==> src/rtl/crast_pkg.sv <==
`timescale 1ns / 1ps
// Shared types and constants for the circle rasterizer.
// No dependencies; used by crast_front, crast_back, the top level and the testbench.

package crast_pkg;

   // Defaults for top-level parameters
   localparam int COORD_BITS_DEF  = 11;
   localparam int QUEUE_DEPTH_DEF = 2;

   // Decision variable width (wraps two's complement)
   localparam int DEC_BITS = 16;
   typedef logic signed [DEC_BITS-1:0] dec_type;

   // Midpoint constants
   localparam dec_type DEC_INIT = dec_type'(3);
   localparam dec_type INC_NEG  = dec_type'(6);
   localparam dec_type INC_POS  = dec_type'(10);
   localparam int      DEC_SHIFT = 2;   // multiply by 4

   // Request codes
   localparam logic REQ_START = 1'b0;
   localparam logic REQ_STEP  = 1'b1;

   // Eight symmetric points per step
   localparam int PHASE_BITS = 3;
   typedef logic [PHASE_BITS-1:0] phase_type;
   localparam phase_type PHASE_FIRST = phase_type'(0);
   localparam phase_type PHASE_LAST  = phase_type'(7);

endpackage

==> src/rtl/crast_front.sv <==
`timescale 1ns / 1ps
// Front end: accepts requests, holds circle state, runs the midpoint update.
// Depends on crast_pkg; feeds commands into crast_queue.

module crast_front #(
   parameter int COORD_BITS = crast_pkg::COORD_BITS_DEF
) (
   input  logic                        clock,
   input  logic                        reset,
   input  logic                        req_valid,
   output logic                        req_stall,
   input  logic                        req_type,
   input  logic signed [COORD_BITS-1:0] req_center_x,
   input  logic signed [COORD_BITS-1:0] req_center_y,
   input  logic        [COORD_BITS-2:0] req_radius,
   input  logic                        queue_full,
   output logic                        cmd_push,
   output logic [4*COORD_BITS:0]       cmd_data
);

   localparam int CB = COORD_BITS;

   logic signed [CB-1:0] center_x_ff, center_x_in;
   logic signed [CB-1:0] center_y_ff, center_y_in;
   logic signed [CB-1:0] offset_x_ff, offset_x_in;
   logic signed [CB-1:0] offset_y_ff, offset_y_in;
   crast_pkg::dec_type   decision_ff, decision_in;
   logic                 active_ff, active_in;

   logic                 accept;
   logic                 is_start;
   logic                 is_done;
   logic signed [CB-1:0] base_cx, base_cy, base_x, base_y;
   crast_pkg::dec_type   base_d;
   crast_pkg::dec_type   x_ext, y_ext;

   assign req_stall = queue_full;
   assign accept    = req_valid && !queue_full;
   assign is_start  = (req_type == crast_pkg::REQ_START);
   assign is_done   = !is_start && (!active_ff || (offset_x_ff > offset_y_ff));

   // Values for this step: fresh circle on start, held state otherwise
   always_comb begin
      if (is_start) begin
         base_cx = req_center_x;
         base_cy = req_center_y;
         base_x  = '0;
         base_y  = CB'(req_radius);
         base_d  = crast_pkg::DEC_INIT
                 - (crast_pkg::dec_type'(req_radius) <<< 1);
      end else begin
         base_cx = center_x_ff;
         base_cy = center_y_ff;
         base_x  = offset_x_ff;
         base_y  = offset_y_ff;
         base_d  = decision_ff;
      end
   end

   assign x_ext = crast_pkg::dec_type'(base_x);
   assign y_ext = crast_pkg::dec_type'(base_y);

   // Next state: midpoint advance on emitting steps, deactivate on done
   always_comb begin
      center_x_in = center_x_ff;
      center_y_in = center_y_ff;
      offset_x_in = offset_x_ff;
      offset_y_in = offset_y_ff;
      decision_in = decision_ff;
      active_in   = active_ff;
      if (accept) begin
         if (is_done) begin
            active_in = 1'b0;
         end else begin
            center_x_in = base_cx;
            center_y_in = base_cy;
            active_in   = 1'b1;
            offset_x_in = base_x + CB'(1);
            if (base_d[crast_pkg::DEC_BITS-1]) begin
               decision_in = base_d + (x_ext <<< crast_pkg::DEC_SHIFT)
                           + crast_pkg::INC_NEG;
               offset_y_in = base_y;
            end else begin
               decision_in = base_d + ((x_ext - y_ext) <<< crast_pkg::DEC_SHIFT)
                           + crast_pkg::INC_POS;
               offset_y_in = base_y - CB'(1);
            end
         end
      end
   end

   always_ff @(posedge clock) begin
      if (reset) begin
         center_x_ff <= '0;
         center_y_ff <= '0;
         offset_x_ff <= '0;
         offset_y_ff <= '0;
         decision_ff <= '0;
         active_ff   <= 1'b0;
      end else begin
         center_x_ff <= center_x_in;
         center_y_ff <= center_y_in;
         offset_x_ff <= offset_x_in;
         offset_y_ff <= offset_y_in;
         decision_ff <= decision_in;
         active_ff   <= active_in;
      end
   end

   // Command carries the pre-advance offsets for the eight points
   assign cmd_push = accept;
   assign cmd_data = {is_done, base_cx, base_cy, base_x, base_y};

endmodule

==> src/rtl/crast_queue.sv <==
`timescale 1ns / 1ps
// Small register FIFO between front end and point sequencer.
// Depends on nothing but its parameters.

module crast_queue #(
   parameter int WIDTH = 8,
   parameter int DEPTH = 2
) (
   input  logic             clock,
   input  logic             reset,
   input  logic             push,
   input  logic [WIDTH-1:0] push_data,
   output logic             full,
   input  logic             pop,
   output logic             head_valid,
   output logic [WIDTH-1:0] head_data
);

   localparam int PTR_BITS = (DEPTH > 1) ? $clog2(DEPTH) : 1;
   localparam int CNT_BITS = $clog2(DEPTH + 1);

   logic [WIDTH-1:0]    entries_ff [DEPTH];
   logic [PTR_BITS-1:0] wr_ptr_ff, wr_ptr_in;
   logic [PTR_BITS-1:0] rd_ptr_ff, rd_ptr_in;
   logic [CNT_BITS-1:0] count_ff, count_in;
   logic                do_push, do_pop;

   assign full       = (count_ff == CNT_BITS'(DEPTH));
   assign head_valid = (count_ff != '0);
   assign head_data  = entries_ff[rd_ptr_ff];
   assign do_push    = push && !full;
   assign do_pop     = pop && head_valid;

   // Pointer and occupancy update
   always_comb begin
      wr_ptr_in = wr_ptr_ff;
      rd_ptr_in = rd_ptr_ff;
      count_in  = count_ff;
      if (do_push) begin
         wr_ptr_in = (wr_ptr_ff == PTR_BITS'(DEPTH - 1)) ? '0 : wr_ptr_ff + 1'b1;
      end
      if (do_pop) begin
         rd_ptr_in = (rd_ptr_ff == PTR_BITS'(DEPTH - 1)) ? '0 : rd_ptr_ff + 1'b1;
      end
      case ({do_push, do_pop})
         2'b10:   count_in = count_ff + 1'b1;
         2'b01:   count_in = count_ff - 1'b1;
         default: count_in = count_ff;
      endcase
   end

   always_ff @(posedge clock) begin
      if (reset) begin
         wr_ptr_ff <= '0;
         rd_ptr_ff <= '0;
         count_ff  <= '0;
      end else begin
         wr_ptr_ff <= wr_ptr_in;
         rd_ptr_ff <= rd_ptr_in;
         count_ff  <= count_in;
      end
   end

   // Storage, no reset needed
   always_ff @(posedge clock) begin
      if (do_push) begin
         entries_ff[wr_ptr_ff] <= push_data;
      end
   end

endmodule

==> src/rtl/crast_back.sv <==
`timescale 1ns / 1ps
// Point sequencer: walks the eight symmetric points of the queue head.
// Depends on crast_pkg; drains crast_queue into the result register.

module crast_back #(
   parameter int COORD_BITS = crast_pkg::COORD_BITS_DEF
) (
   input  logic                       clock,
   input  logic                       reset,
   input  logic                       head_valid,
   input  logic [4*COORD_BITS:0]      head_data,
   output logic                       head_pop,
   output logic                       rsp_valid,
   input  logic                       rsp_stall,
   output logic signed [COORD_BITS:0] rsp_point_x,
   output logic signed [COORD_BITS:0] rsp_point_y,
   output logic                       rsp_last,
   output logic                       rsp_done_res
);

   localparam int CB = COORD_BITS;
   localparam int PW = COORD_BITS + 1;

   logic                 hd_done;
   logic signed [CB-1:0] hd_cx, hd_cy, hd_x, hd_y;
   logic signed [CB-1:0] sel_a, sel_b;
   logic signed [PW-1:0] pt_x, pt_y;
   logic                 pt_last;
   logic                 out_ready;

   crast_pkg::phase_type phase_ff, phase_in;
   logic                 valid_ff, valid_in;
   logic signed [PW-1:0] point_x_ff, point_y_ff;
   logic                 last_ff, done_ff;

   assign {hd_done, hd_cx, hd_cy, hd_x, hd_y} = head_data;

   // Phase bit 2 swaps x/y, bit 1 negates the y term, bit 0 the x term
   always_comb begin
      sel_a = phase_ff[2] ? hd_y : hd_x;
      sel_b = phase_ff[2] ? hd_x : hd_y;
      pt_x  = phase_ff[0] ? PW'(hd_cx) - PW'(sel_a) : PW'(hd_cx) + PW'(sel_a);
      pt_y  = phase_ff[1] ? PW'(hd_cy) - PW'(sel_b) : PW'(hd_cy) + PW'(sel_b);
   end

   assign pt_last   = hd_done || (phase_ff == crast_pkg::PHASE_LAST);
   assign out_ready = !valid_ff || !rsp_stall;
   assign head_pop  = out_ready && head_valid && pt_last;

   // Phase counter and result-register valid
   always_comb begin
      phase_in = phase_ff;
      valid_in = valid_ff;
      if (out_ready) begin
         valid_in = head_valid;
         if (head_valid) begin
            phase_in = pt_last ? crast_pkg::PHASE_FIRST : phase_ff + 1'b1;
         end
      end
   end

   always_ff @(posedge clock) begin
      if (reset) begin
         phase_ff <= crast_pkg::PHASE_FIRST;
         valid_ff <= 1'b0;
      end else begin
         phase_ff <= phase_in;
         valid_ff <= valid_in;
      end
   end

   // Result payload
   always_ff @(posedge clock) begin
      if (out_ready && head_valid) begin
         point_x_ff <= hd_done ? '0 : pt_x;
         point_y_ff <= hd_done ? '0 : pt_y;
         last_ff    <= pt_last;
         done_ff    <= hd_done;
      end
   end

   assign rsp_valid    = valid_ff;
   assign rsp_point_x  = point_x_ff;
   assign rsp_point_y  = point_y_ff;
   assign rsp_last     = last_ff;
   assign rsp_done_res = done_ff;

endmodule

==> src/rtl/circle_rasterizer.sv <==
`timescale 1ns / 1ps
// Top level of the midpoint circle rasterizer.
// Depends on crast_pkg, crast_front, crast_queue and crast_back.

// A start request (req_type 0) loads center and radius and yields the eight
// mirrored points of offset (0, r); each step request (req_type 1) yields the
// next eight points, the eighth flagged last. A step after the octant is
// finished, or with no circle started, yields a single result with done_res
// and last set and zero coordinates. The front end updates the circle state
// in the cycle a request transfers and queues the step (queue depth
// QUEUE_DEPTH); the point sequencer emits one result per cycle, while
// rsp_stall is low, through an output register. Sustained throughput is set
// by that single result port; requests keep transferring back to back while
// the queue has room. A request's first result passes through the queue and
// then the output register.

module circle_rasterizer #(
   parameter int COORD_BITS  = crast_pkg::COORD_BITS_DEF,
   parameter int QUEUE_DEPTH = crast_pkg::QUEUE_DEPTH_DEF
) (
   input  logic                        clock,
   input  logic                        reset,
   input  logic                        req_valid,
   output logic                        req_stall,
   input  logic                        req_type,
   input  logic signed [COORD_BITS-1:0] req_center_x,
   input  logic signed [COORD_BITS-1:0] req_center_y,
   input  logic        [COORD_BITS-2:0] req_radius,
   output logic                        rsp_valid,
   input  logic                        rsp_stall,
   output logic signed [COORD_BITS:0]  rsp_point_x,
   output logic signed [COORD_BITS:0]  rsp_point_y,
   output logic                        rsp_last,
   output logic                        rsp_done_res
);

   localparam int CMD_BITS = 4 * COORD_BITS + 1;

   logic                queue_full;
   logic                cmd_push;
   logic [CMD_BITS-1:0] cmd_data;
   logic                head_valid;
   logic [CMD_BITS-1:0] head_data;
   logic                head_pop;

   crast_front #(
      .COORD_BITS (COORD_BITS)
   ) u_front (
      .clock        (clock),
      .reset        (reset),
      .req_valid    (req_valid),
      .req_stall    (req_stall),
      .req_type     (req_type),
      .req_center_x (req_center_x),
      .req_center_y (req_center_y),
      .req_radius   (req_radius),
      .queue_full   (queue_full),
      .cmd_push     (cmd_push),
      .cmd_data     (cmd_data)
   );

   crast_queue #(
      .WIDTH (CMD_BITS),
      .DEPTH (QUEUE_DEPTH)
   ) u_queue (
      .clock      (clock),
      .reset      (reset),
      .push       (cmd_push),
      .push_data  (cmd_data),
      .full       (queue_full),
      .pop        (head_pop),
      .head_valid (head_valid),
      .head_data  (head_data)
   );

   crast_back #(
      .COORD_BITS (COORD_BITS)
   ) u_back (
      .clock        (clock),
      .reset        (reset),
      .head_valid   (head_valid),
      .head_data    (head_data),
      .head_pop     (head_pop),
      .rsp_valid    (rsp_valid),
      .rsp_stall    (rsp_stall),
      .rsp_point_x  (rsp_point_x),
      .rsp_point_y  (rsp_point_y),
      .rsp_last     (rsp_last),
      .rsp_done_res (rsp_done_res)
   );

   // A done result is always the only, hence last, result of its request
   a_done_is_last: assert property (@(posedge clock) disable iff (reset)
      (rsp_valid && rsp_done_res) |-> rsp_last)
      else $error("done result without last");

   // Done results carry zero coordinates
   a_done_zero: assert property (@(posedge clock) disable iff (reset)
      (rsp_valid && rsp_done_res) |-> (rsp_point_x == '0 && rsp_point_y == '0))
      else $error("done result with nonzero point");

   // Nothing is presented in the cycle after reset
   a_reset_empty: assert property (@(posedge clock)
      (!reset && $past(reset)) |-> !rsp_valid)
      else $error("result valid right after reset");

endmodule

==> config.mk <==
export PLATFORM = sky130hd
export DESIGN_NAME = circle_rasterizer
export DESIGN_NICKNAME = d
export VERILOG_FILES = /design/src/rtl/crast_pkg.sv /design/src/rtl/crast_front.sv /design/src/rtl/crast_queue.sv /design/src/rtl/crast_back.sv /design/src/rtl/circle_rasterizer.sv
export SDC_FILE = /design/constraint.sdc
export NUM_CORES = 1
export LEC_CHECK = 0
export BUFFER_PORTS_ARGS = -buffer_cell sky130_fd_sc_hd__buf_2
export CORE_MARGIN = 5
export CORE_UTILIZATION = 56
export CTS_BUF_LIST = sky130_fd_sc_hd__clkbuf_16
export CTS_CLUSTER_SIZE = 40
export DETAILED_ROUTE_END_ITERATION = 12
export PLACE_DENSITY = 0.77
export SLEW_MARGIN = 5
export SYNTH_ARGS = -nofsm -noshare
export SYNTH_HDL_FRONTEND = slang
export SYNTH_HIERARCHICAL = 1
export SYNTH_SLANG_ARGS = --single-unit
==> constraint.sdc <==
create_clock -name clock -period 7.75 [get_ports clock]
set_input_delay 1.55 -clock clock [delete_from_list [all_inputs] [get_ports clock]]
set_output_delay 1.55 -clock clock [all_outputs]
set_load 0.005 [all_outputs]
Word-level counts from Yosys, hierarchy flattened
Memory sizes are Yosys's and may differ from the RTL's. A register that Yosys moved wholly into a read port is not among the register bits.
Cells that the tools add are included.
{ "op_classes": {"n_addsub": 17, "n_mux": 20, "magnitude_cmp": 1, "n_reduce_logical": 17, "eq_ne": 4, "bitwise": 1} }
{ "ops": {"columns": ["op", "n"], "rows": [
  ["$mux 11", 7],
  ["$sub 11x11->12", 3],
  ["$mux 16", 2],
  ["$add 11x11->12", 2],
  ["$mux 12", 2],
  ["$add 16x13->16", 1],
  ["$add 16x16->16", 1],
  ["$add 16x4->16 const B", 1],
  ["$add 16x5->16 const B", 1],
  ["$sub 2x11->12 const A", 1],
  ["$add 11x2->11 const B", 1],
  ["$gt 11x11->1", 1],
  ["$sub 11x2->11 const B", 1],
  ["$mux 1", 7],
  ["$logic_and 1x1->1", 6],
  ["$eq 2x2->1 const B", 2],
  ["$logic_not 1->1", 4],
  ["$pmux 2 s2", 1],
  ["$reduce_and 2->1", 2],
  ["$reduce_bool 2->1", 2],
  ["$add 3x1->3 const B", 1],
  ["$eq 3x3->1 const B", 1],
  ["$logic_or 1x1->1", 3],
  ["$mux 3", 1],
  ["other kinds (5)", 6]
]} }
{ "word_totals": {"reg_bits": 95, "mem_count": 1, "ramBits": 90, "wordCells": 76, "output_inout_bits": 28} }
{ "mem_list": {"columns": ["memory", "depth", "word_bits", "read_ports", "rd_clocked_by_memory_dff", "write_ports", "line", "rtl"], "rows": [
  ["u_queue.entries_ff", 2, 45, 1, 1, 1, "crast_queue.sv:22", "logic [WIDTH-1:0] entries_ff [DEPTH];"]
]} }

Longest topological paths before layout
Gate-level depths: netlist of the first run.
{ "depth": {"ltp_word": 7, "depth_mapped": 25} }

Hierarchy
The synthesis of the first run kept the hierarchy.
{ "by_module_without_submodules": {"columns": ["module", "seq_area_each_um2", "n_inst", "cells_per_inst", "area_per_inst_um2"], "rows": [
  ["crast_front", 1201.2, 1, 728, 5561.6],
  ["crast_queue", 2802.7, 1, 166, 3460.8],
  ["crast_back", 860.8, 1, 337, 2985.4]
]} }

Least setup slack after synthesis of the first run
Ideal clock, no wire load.
{ "synth_path": {"path_kind": "input-to-reg", "start": "in req_type", "end": "reg u_front.decision_ff[14]", "stages": 24, "t_arrival_ns": 6.032, "setup_slack_ns": 1.622, "n_path_buf": 5, "required_time_ns": 7.655, "path_cell_list": "buf_2 -> buf_2 -> buf_2 -> buf_1 -> clkbuf_1 -> and2_1 -> ha_1 -> nor2b_1 -> o21ai_0 -> nand2b_1 -> a21o_1 -> a21oi_1 -> a2bb2oi_1 -> nor2b_1 -> xnor2_1 -> ha_1 -> ha_1 -> a21o_1 -> a21oi_1 -> o21ai_0 -> a31oi_1 -> xnor2_1 -> a21oi_1 -> a221oi_1"} }
{ "synth_via": {"elab_chain_len": 5, "word_cells_on_any_way": 12, "classes_between": "add/sub (5); mux (4); bitwise (1); reduce/logical (2)"} }
{ "synth_lines": {"columns": ["item", "line", "rtl"], "rows": [
  ["start, declared", "circle_rasterizer.sv:25", "input logic req_type,"],
  ["$mux 11 (*)", "crast_front.sv:44", "if (is_start) begin"],
  ["via cmd_data[13]", "circle_rasterizer.sv:41", "logic [CMD_BITS-1:0] cmd_data;"],
  ["$sub 11x11->12", "crast_front.sv:84", "decision_in = base_d + ((x_ext - y_ext) <<< crast_pkg::DEC_SHIFT)"],
  ["$add 16x16->16", "crast_front.sv:84", null],
  ["$add 16x5->16", "crast_front.sv:85", "+ crast_pkg::INC_POS;"],
  ["$mux 16 (*)", "crast_front.sv:79", "if (base_d[crast_pkg::DEC_BITS-1]) begin"],
  ["end signal, assigned", "crast_front.sv:105", "decision_ff <= decision_in;"],
  ["end, declared", "crast_front.sv:27", "crast_pkg::dec_type decision_ff, decision_in;"]
]} }
Mark *: on every way through the listed nets, which the timed path passes. The rest lies on a longest branch.
A chain may end at the register's enable or synchronous reset.

Worst setup path in the final report of the first run
{ "layout_path": {"start": "in req_type", "end": "reg u_front.decision_ff[14]"} }
{ "layout_via": {"elab_chain_len": 5, "word_cells_on_any_way": 12, "classes_between": "add/sub (5); mux (4); bitwise (1); reduce/logical (2)"} }
{ "layout_lines": {"columns": ["item", "line"], "rows": [
  ["$mux 11", "crast_front.sv:44"],
  ["via cmd_data[0]", "circle_rasterizer.sv:41"],
  ["$sub 11x11->12", "crast_front.sv:84"],
  ["$add 16x16->16", "crast_front.sv:84"],
  ["$add 16x5->16", "crast_front.sv:85"],
  ["$mux 16", "crast_front.sv:79"]
]} }
The timed path passes the listed nets, and every way through them passes these cells.

==> results of run 1 <==
cells by family (layout without fill, tap and decap cells):
group | after synthesis | count (layout) | share of synthesized area (%)
simple gates | 360 | 360 | 14.2
compound gates | 287 | 287 | 14.8
flops | 185 | 185 | 40.5
buf+inv | 113 | 160 | 4.06
fa+ha+maj | 109 | 109 | 11.7
mux | 100 | 100 | 9.15
xor+xnor | 77 | 77 | 5.62
state kept, by name, indices dropped and copies added, names as in the netlist, named ones only:
name / count
u_queue/count_ff: 2
u_back/phase_ff: 3
u_front/center_y_ff: 11
u_back/rsp_point_y: 12
u_front/decision_ff: 15
u_back/rsp_last: 1
u_back/rsp_done_res: 1
u_front/active_ff: 1
u_front/center_x_ff: 11
u_queue/wr_ptr_ff: 1
u_queue/rd_ptr_ff: 1
u_queue/entries_ff: 90
u_back/rsp_valid: 1
u_front/offset_y_ff: 11
u_back/rsp_point_x: 12
u_front/offset_x_ff: 11
cells in the final DEF (no fill, tap or decap), drive strengths merged, types with 22 or more instances in the layout:
cell and instances:
edfxtp 116, nor2 96, mux2i 25, mux2 75
xor2 39, o21ai 65, a211oi 22, ha 104
buf 69, a21oi 115, nor3 32, nand2 126
inv 69, dfxtp 69, xnor2 38, nor2b 23
layout make-up:
cell class,count,area [um^2]
Timing Repair Buffer,69,360
Tap cell,275,344
Clock inverter,15,120
Inverter,59,221
Clock buffer,17,425
Multi-Input combinational cell,933,6660
Fill cell,1750,8090
Sequential cell,185,4870
layer usage:
layer / vias up / track usage (%) / share of wire (%)
met4: 0 / 7.81 / 2.7
met2: 237 / 36.8 / 48
met3: 40 / 3.43 / 5.0
met5: - / 0 / 0
met1: 4321 / 27.8 / 44
li1: 4496 / - / -
worst register-to-register path: stages, from the launching register on:
cell and delay (ps):
dfxtp_2 320, buf_4 500, mux2_2 480, mux2i_1 250, ha_1 210, o21ai_0 140, or2_1 270, nor2_1 140
nor2_1 70, xor2_1 260, ha_1 340, a21oi_1 170, o21ai_0 120, or3_1 310, o22ai_1 220, nor2_1 70
mux2_1 310
final timing paths:
| kind | start | end | slack, ps | cells past startpoint |
|---|---|---|---|---|
| setup / recovery | req_type | u_front/decision_ff[14]$_SDFFE_PP0P_ | 1860 | 22 |
| hold / removal | u_front/center_y_ff[0]$_SDFFE_PP0P_ | u_front/center_y_ff[0]$_SDFFE_PP0P_ | 450 | 2 |
| setup reg to reg | register | u_back/rsp_point_x[11]$_SDFFCE_PP0P_ | 3340 | 16 |
| hold reg to reg | u_front/center_y_ff[0]$_SDFFE_PP0P_ | u_front/center_y_ff[0]$_SDFFE_PP0P_ | 450 | 2 |
power breakdown:
part           total [mW]  leakage (nW)  internal (mW)  switching (mW)
Clock               0.813         0.279          0.419           0.394
Combinational        2.02          3.28          0.835            1.19
Sequential           1.41          1.67           1.34          0.0669
metrics by stage:
stage	area (um^2)	power (mW)
2_1_floorplan	12000	2.96
3_3_place_gp	12500	3.37
3_5_place_dp	12500	3.42
4_1_cts	13000	4.25
5_1_grt	13000	4.55
6_report	13000	4.24
==> metrics.txt, run 1 <==
Die H 156 um; Post-synth EDFFs 116; VDD IR max 0.000218 V; Tmin final 5890 ps; post-synth cell types 75; All-Layer GR Usage 21.6%; synthesis-stage register bit count 185; Post-Synthesis Cells 1,231; Clock Sinks 185; Worst Path Required 8090 ps; Layout Cells excl Fill 1,553; Cell Chain, Critical Path buf_4 -> mux2i_1 -> inv_1 -> ha_1 -> fa_1 -> nor2b_1 -> o21ai_0 -> nand2b_1 -> a21o_1 -> a21oi_1 -> a2bb2oi_1 -> nor2b_1 -> xnor2_1 -> ha_1 -> ha_1 -> a21o_1 -> a21oi_1 -> o21ai_0 -> a31oi_1 -> xnor2_1 -> a21oi_1 -> a221oi_1; Die X 156 um; crit path max fanout 63; post-CTS setup buffers 0; Cell Area, Synth 12,000 um^2; Max Cap Violations 0; Placement Setup Slack 1450 ps; Area contributors post-synth edfxtp_1, dfxtp_1, ha_1, mux2_2, a21oi_1; layout cell share with drive strength beyond 1 15.2%; I/O pin cnt 65; Die Area 24,500 um^2; setup TNS 0 ps; CTS resizes 0; vias in the first global route 8,754; Yosys warning total 6; Site Rows 53; first-pass GRT wire length 42.5 mm; most common cell in the netlist nand2_1; Clock Pin Slew Worst Setup and Hold Paths 70 ps; final WL 26.4 mm; via count 9,094; Starting Density 56.9%; grt ovf 0; Final Max Slew Viols 0; DR iter-0 viols 544; P&R area growth vs syn 8.24%; CTS tree done; crit-path leading delay family compound AO/OA/AOI/OAI gates; placed insts 1,521; Final Util 61.6%; initial antenna violation count 0; Fin Hold WS 455 ps; syn_area_per_cell 9.75 um^2; remaining antenna violation count 0; largest net degree at the start of global routing 70; First-pass DRT Iterations 5; asr flop ratio synth 0%; DRC 0; Max-slew headroom 26.7%; diode count 0; setup violators final 0; Hold-fix buffers, CTS 0; Critical Path Slowest Stage Cell buf_4; Clock Tree Buf Depth 2; final setup skew 13.7 ps; drt wl/cell 17.0 um; synthesized net count 1,377; Final HPWL DP 18.7 mm; Final Hold Fails 0; Core ar. 21,100 um^2; Final GP Congestion 0.871; Synth top cells by count nand2_1, edfxtp_1, a21oi_1, ha_1, nor2_1; crit-path max cell delay 570 ps; CTS buffer count 17; area leader, netlist edfxtp_1; CP bufs+invs 2; Crit. End Element register; RSZ-0062 raised after global routing false; Worst Hold Class register to register; crit path DAT 6220 ps; area share of the leading cell type in the synthesized netlist 29.0%; # H-tree levels 4; Worst Slack Setup Final 1860 ps; Leakage 5.23 nW; I/O Buffers 64; kind of critical path input pin to register; f_max 0.170 GHz; root buffer cell clkbuf_16; DR vias/cell 5.86; register area share after synthesis 40.5%; Power Density 327 nW/um^2; Final Net Count 1,411; final worst path period share 75.9%; Worst-Skew Late Latency 430 ps; status complete, no violations; startpoint class of the critical path input pin; Main synth FF type edfxtp_1; Worst-Margin Slew 1100 ps
(Power assumes the default switching activity.)
==> inputs of run 2 (changes only) <==
--- a/config.mk
+++ b/config.mk
@@ -11,7 +11,7 @@
 export CTS_BUF_LIST = sky130_fd_sc_hd__clkbuf_16
 export CTS_CLUSTER_SIZE = 40
 export DETAILED_ROUTE_END_ITERATION = 12
-export PLACE_DENSITY = 0.77
+export PLACE_DENSITY = 0.8
 export SLEW_MARGIN = 5
 export SYNTH_ARGS = -nofsm -noshare
 export SYNTH_HDL_FRONTEND = slang
==> constraint.sdc (replaced) <==
create_clock -name clock -period 4.8 [get_ports clock]
set_input_delay 0.96 -clock clock [delete_from_list [all_inputs] [get_ports clock]]
set_output_delay 0.96 -clock clock [all_outputs]
set_load 0.005 [all_outputs]
==> run 2 against run 1 <==
Power up 65%. Non-clock buffer count up 25. Critical path depth down 5. Worst setup slack worse by 1500 ps. Register-to-register slack worse by 2600 ps. Via count up 2.8%. Sequential share of layout area down 0.73 points. Die area unchanged. Hold slack worse by 1.4 ps.
==> metrics.txt, run 2 (synthesis gave the netlist of run 1 again) <==
setup TNS 0 ps (unchanged); Worst-Margin Slew 1130 ps (+35.8 ps); DR iter-0 viols 669 (+23%); diode count 0 (unchanged); P&R area growth vs syn 10.4%; Crit. End Element register; Final Hold Fails 0 (unchanged); Core ar. 21,100 um^2 (unchanged); First-pass DRT Iterations 6 (+1); startpoint class of the critical path input pin; first-pass GRT wire length 43.7 mm (+2.8%); Tmin final 4410 ps; Top reg by flops u_queue/entries_ff; vias in the first global route 8,792 (+0.43%); CP dominant cell by count ha_1; Final GP Congestion 0.881 (+1.1%); Site Rows 53 (unchanged); Hold-fix buffers, CTS 0 (unchanged); CP bufs+invs 2 (unchanged); Leakage 5.37 nW (+2.7%); Critical Path Slowest Stage Cell or4_1; top flop regs u_queue/entries_ff: 90 flops, u_front/decision_ff: 15 flops; final WL 27.3 mm (+3.7%); commonest non-fill, non-tap cells in the layout nand2_1, edfxtp_1, a21oi_1, ha_1, nor2_1; remaining antenna violation count 0 (unchanged); DR vias/cell 5.92 (+1.2%); kind of critical path input pin to register; Fin Hold WS 453 ps (-1.39 ps); I/O Buffers 64 (unchanged); initial antenna violation count 0 (unchanged); Cell Chain, Critical Path buf_4 -> buf_4 -> o21a_1 -> ha_1 -> nor2b_1 -> o21a_1 -> o211ai_1 -> nand2_1 -> xor2_1 -> ha_1 -> ha_1 -> or4_1 -> a21oi_1 -> o31ai_1 -> o31a_1 -> a41oi_1 -> o21ai_0; Worst-Skew Late Latency 430 ps (about the same); VDD IR max 0.000275 V (+26%); final worst path period share 91.8%; layout cell share with drive strength beyond 1 17.5% (+2.3 points); Final Net Count 1,436 (+1.8%); via count 9,349 (+2.8%); CTS buffer count 17 (unchanged); commonest non-fill, non-tap cell in the layout nand2_1; Max-slew headroom 24.4% (-2.4 points); crit-path max cell delay 520 ps (-50 ps); Clock Tree Buf Depth 2 (unchanged); final setup skew 12.4 ps (-1.35 ps); I/O pin cnt 65 (unchanged); f_max 0.227 GHz; drt wl/cell 17.3 um (+2.0%); post-CTS setup buffers 0 (unchanged); Worst Hold Launch u_front/center_x_ff[1]$_SDFFE_PP0P_; Worst Hold Class register to register; Final Max Slew Viols 0 (unchanged); RSZ-0062 raised after global routing false; Final HPWL DP 19.8 mm (+5.4%); Max Cap Violations 0 (unchanged); # H-tree levels 4 (unchanged); All-Layer GR Usage 22.0% (+0.44 points); CTS tree done; Clock Pin Slew Worst Setup and Hold Paths 80 ps (about the same); CTS resizes 0 (unchanged); Die X 156 um (unchanged); root buffer cell clkbuf_16; grt ovf 0 (unchanged); worst setup path start req_type; Clock Sinks 185 (unchanged); crit path max fanout 7 (-89%); Die H 156 um (unchanged); Die Area 24,500 um^2 (unchanged); DRC 0 (unchanged); setup violators final 0 (unchanged); max reg flops 90 (unchanged); Power Density 528 nW/um^2 (+62%); Worst Path Required 5120 ps (-2970 ps); crit-path leading delay family compound AO/OA/AOI/OAI gates; largest net degree at the start of global routing 50 (-29%); Starting Density 56.9% (unchanged); status complete, no violations; crit path DAT 4720 ps (-1500 ps)
-- run 2: cell types whose count changed in the layout (fill, tap and decap cells not counted), moves of 2 or more --
cell / change
clkinv_1: -2
and2_1: -2
buf_4: +24
and2_4: +2
ha_4: +2
ha_1: -2
-- run 2: worst min-delay path: stages, from the launching register on --
cell     delay, ps
dfxtp_1        310
nand2_1         50
a21oi_1         50
-- run 2: final cells by class --
type | count | area (um^2)
fill | 1719 | 7830
sequential | 185 | 4870
timing repair buffer | 94 | 561
multi-input combinational | 933 | 6700
clock buffer | 17 | 425
tap | 275 | 344
clock inverter | 15 | 144
inverter | 59 | 221
-- run 2: path summary, 6_finish.rpt --
| path | depth (start not counted) | slack, ps | end |
|---|---|---|---|
| worst min register to register | 2 | 450 | u_front/center_x_ff[1]$_SDFFE_PP0P_ |
| worst max-delay path | 17 | 390 | u_front/decision_ff[15]$_SDFFE_PP0P_ |
| worst min-delay path | 2 | 450 | u_front/center_x_ff[1]$_SDFFE_PP0P_ |
| worst max register to register | 14 | 750 | u_back/rsp_point_y[11]$_SDFFCE_PP0P_ |
-- run 2: per-layer routing --
metal	GRT usage, %	wire (um)
met4	6.86	629
met1	29.1	11900
met5	0	0
met3	3.46	1590
met2	37.2	13200
-- run 2: power breakdown --
group          internal [mW]  total [mW]  switching (mW)
Clock                  0.731        1.39           0.659
Combinational           1.39        3.32            1.93
Sequential              2.17        2.29           0.121
-- run 2: metrics by stage --
step / worst slack [ps] / power [mW] / instances / area (um^2) / util [%]
after CTS: 450 / 6.99 / 1578 / 13300 / 62.9
after global placement: 103 / 5.49 / 1546 / 12700 / 60.2
after floorplan: 7.87 / 4.79 / 1231 / 12100 / -
after detailed placement: 4.00 / 5.57 / 1546 / 12700 / 60.2
after global routing: 110 / 7.47 / 1578 / 13300 / 62.9
final: 392 / 7.00 / 1578 / 13300 / 62.9
==> inputs of run 3 (changes only) <==
--- a/config.mk
+++ b/config.mk
@@ -6,6 +6,7 @@
 export NUM_CORES = 1
 export LEC_CHECK = 0
 export BUFFER_PORTS_ARGS = -buffer_cell sky130_fd_sc_hd__buf_2
+export CORE_ASPECT_RATIO = 1.25
 export CORE_MARGIN = 5
 export CORE_UTILIZATION = 56
 export CTS_BUF_LIST = sky130_fd_sc_hd__clkbuf_16
==> run 3 against run 2 <==
Clock skew down 0.61 ps. Sequential share of layout area decreased by 0.29 points. Clock power barely moved. Routed wire length fell by 1.9%. Worst setup slack improved by 44 ps. Die area is essentially flat. Power about the same. Critical path depth up 2. Critical endpoint unchanged. Combinational power about the same.
==> metrics.txt, run 3 (synthesis gave the netlist of run 1 again) <==
max reg flops 90 (unchanged); DRC 0 (unchanged); placed insts 1,560 (+0.91%); CTS resizes 0 (unchanged); Max-slew headroom 19.9% (-4.5 points); Final HPWL DP 19.9 mm (+0.84%); layout cell share with drive strength beyond 1 18.1% (+0.55 points); Worst Path Required 5120 ps (about the same); Max Cap Violations 0 (unchanged); drt wl/cell 16.8 um (-2.8%); total chip power 7.00 mW (about the same); initial antenna violation count 0 (unchanged); Worst R2R End u_back/rsp_point_x[11]$_SDFFCE_PP0P_; FF-to-FF setup slack 680 ps (-70 ps); final setup skew 11.8 ps (-0.608 ps); First-pass DRT Iterations 7 (+1); largest net degree at the start of global routing 48 (-4.0%); Worst Hold Class register to register; crit path max fanout 8 (+1); WHS Path Cells 2 (unchanged); Die Area 24,500 um^2 (about the same); I/O Buffers 64 (unchanged); Final Util 62.7% (-0.19 points); WHS Endpoint u_front/center_y_ff[8]$_SDFFE_PP0P_; CTS tree done; commonest non-fill, non-tap cells in the layout nand2_1, edfxtp_1, a21oi_1, ha_1, nor2_1; RSZ-0062 raised after global routing false; Final Net Count 1,446 (+0.70%); DR vias/cell 5.84 (-1.5%); setup TNS 0 ps (unchanged); CP bufs+invs 2 (unchanged); final WL 26.8 mm (-1.9%); Critical Path Slowest Stage Cell or4_1; Final Max Slew Viols 0 (unchanged); grt ovf 0 (unchanged); Crit. End Element register; kind of critical path input pin to register; remaining antenna violation count 0 (unchanged); Final Hold Fails 0 (unchanged); Worst-Margin Slew 1200 ps (+67.5 ps); Site Rows 60 (+13%); CTS buffer count 17 (unchanged); Clock Pin Slew Worst Setup and Hold Paths 70 ps (about the same); Core ar. 21,300 um^2 (+1.1%); Reg2Reg Depth 15 (+1); VDD IR max 0.000279 V (+1.7%); crit path DAT 4680 ps (-40 ps); status complete, no violations; diode count 0 (unchanged); DR iter-0 viols 740 (+11%); crit-path max cell delay 480 ps (-40 ps); CP dominant cell by count ha_1; All-Layer GR Usage 21.6% (-0.36 points); Top reg by flops u_queue/entries_ff; top flop regs u_queue/entries_ff: 90 flops, u_front/decision_ff: 15 flops; commonest non-fill, non-tap cell in the layout nand2_1; vias in the first global route 9,044 (+2.9%); Worst Hold Launch u_front/center_y_ff[8]$_SDFFE_PP0P_; crit-path leading delay family compound AO/OA/AOI/OAI gates; Clock Tree Buf Depth 2 (unchanged); first-pass GRT wire length 43.1 mm (-1.5%); final worst path period share 90.9% (-0.93 points); Fin Hold WS 453 ps (-0.776 ps); f_max 0.229 GHz (+1.0%); Worst-Skew Late Latency 440 ps (about the same); via count 9,295 (-0.58%); root buffer cell clkbuf_16; startpoint class of the critical path input pin; Tmin final 4360 ps (-44.5 ps); Layout Cells excl Fill 1,592 (+0.89%); Cell Chain, Critical Path buf_4 -> mux2i_1 -> inv_1 -> ha_1 -> fa_2 -> nor2b_1 -> o21ai_0 -> nand2b_1 -> a21o_1 -> a21oi_2 -> xnor2_1 -> ha_1 -> ha_1 -> or4_1 -> a21oi_1 -> o31ai_1 -> o31a_1 -> a41oi_1 -> o21ai_0; Die H 174 um (+11%); # H-tree levels 4 (unchanged); Die X 141 um (-9.9%); post-CTS setup buffers 0 (unchanged); setup violators final 0 (unchanged); Power Density 524 nW/um^2 (-0.72%); I/O pin cnt 65 (unchanged); Clock Sinks 185 (unchanged); Starting Density 56.3% (-0.62 points); P&R area growth vs syn 11.3%; Hold-fix buffers, CTS 0 (unchanged); Final GP Congestion 0.957 (+8.6%); Leakage 5.42 nW (+0.90%)
==> run 3: worst register-to-register path: cells and delay by family (launching register included) <==
| kind | cells | cell delay (ps) |
|---|---|---|
| muxes | 3 | 990 |
| and+or+nand+nor | 5 | 880 |
| DFF | 1 | 670 |
| AOI/OAI and AO/OA | 4 | 570 |
| adders and majority gates | 2 | 560 |
| xor gates and xnor gates | 1 | 190 |
==> run 3: worst max-delay path by stage <==
stage / from / to / cells past startpoint
finish: req_type / u_front/decision_ff[15]$_SDFFE_PP0P_ / 19
global route: req_type / u_front/decision_ff[15]$_SDFFE_PP0P_ / 20
CTS: req_type / u_front/decision_ff[15]$_SDFFE_PP0P_ / 19
detailed placement: req_type / u_front/decision_ff[15]$_SDFFE_PP0P_ / 19
global placement: req_type / u_front/decision_ff[14]$_SDFFE_PP0P_ / 22
floorplan: req_type / u_front/decision_ff[14]$_SDFFE_PP0P_ / 25
==> run 3: through the flow <==
stage | instance area, um^2 | setup WS, ps
after floorplan | 12100 | 7.87
after global placement | 12800 | 64.3
after detailed placement | 12800 | 1.56
after CTS | 13400 | 458
after global routing | 13400 | 121
final | 13400 | 436
==> run 3: cell type report <==
class                           count  area [um^2]
Sequential cell                   185         4870
Fill cell                        1727         7960
Tap cell                          279          349
Timing Repair Buffer              104          623
Clock buffer                       17          425
Inverter                           59          221
Clock inverter                     15          181
Multi-Input combinational cell    933         6700
==> run 3: metal layers <==
layer | wire (um) | vias up | global-route usage [%]
met5 | 0 | - | 0
met4 | 983 | 0 | 10.2
met3 | 1110 | 64 | 2.68
met2 | 13800 | 253 | 39.0
met1 | 10900 | 4405 | 25.3
li1 | - | 4573 | -
==> run 3: power breakdown <==
group	switching [mW]	internal (mW)	total [mW]
combinational	1.88	1.41	3.29
clock	0.670	0.747	1.42
sequential	0.131	2.16	2.30
total	2.68	4.32	7.00
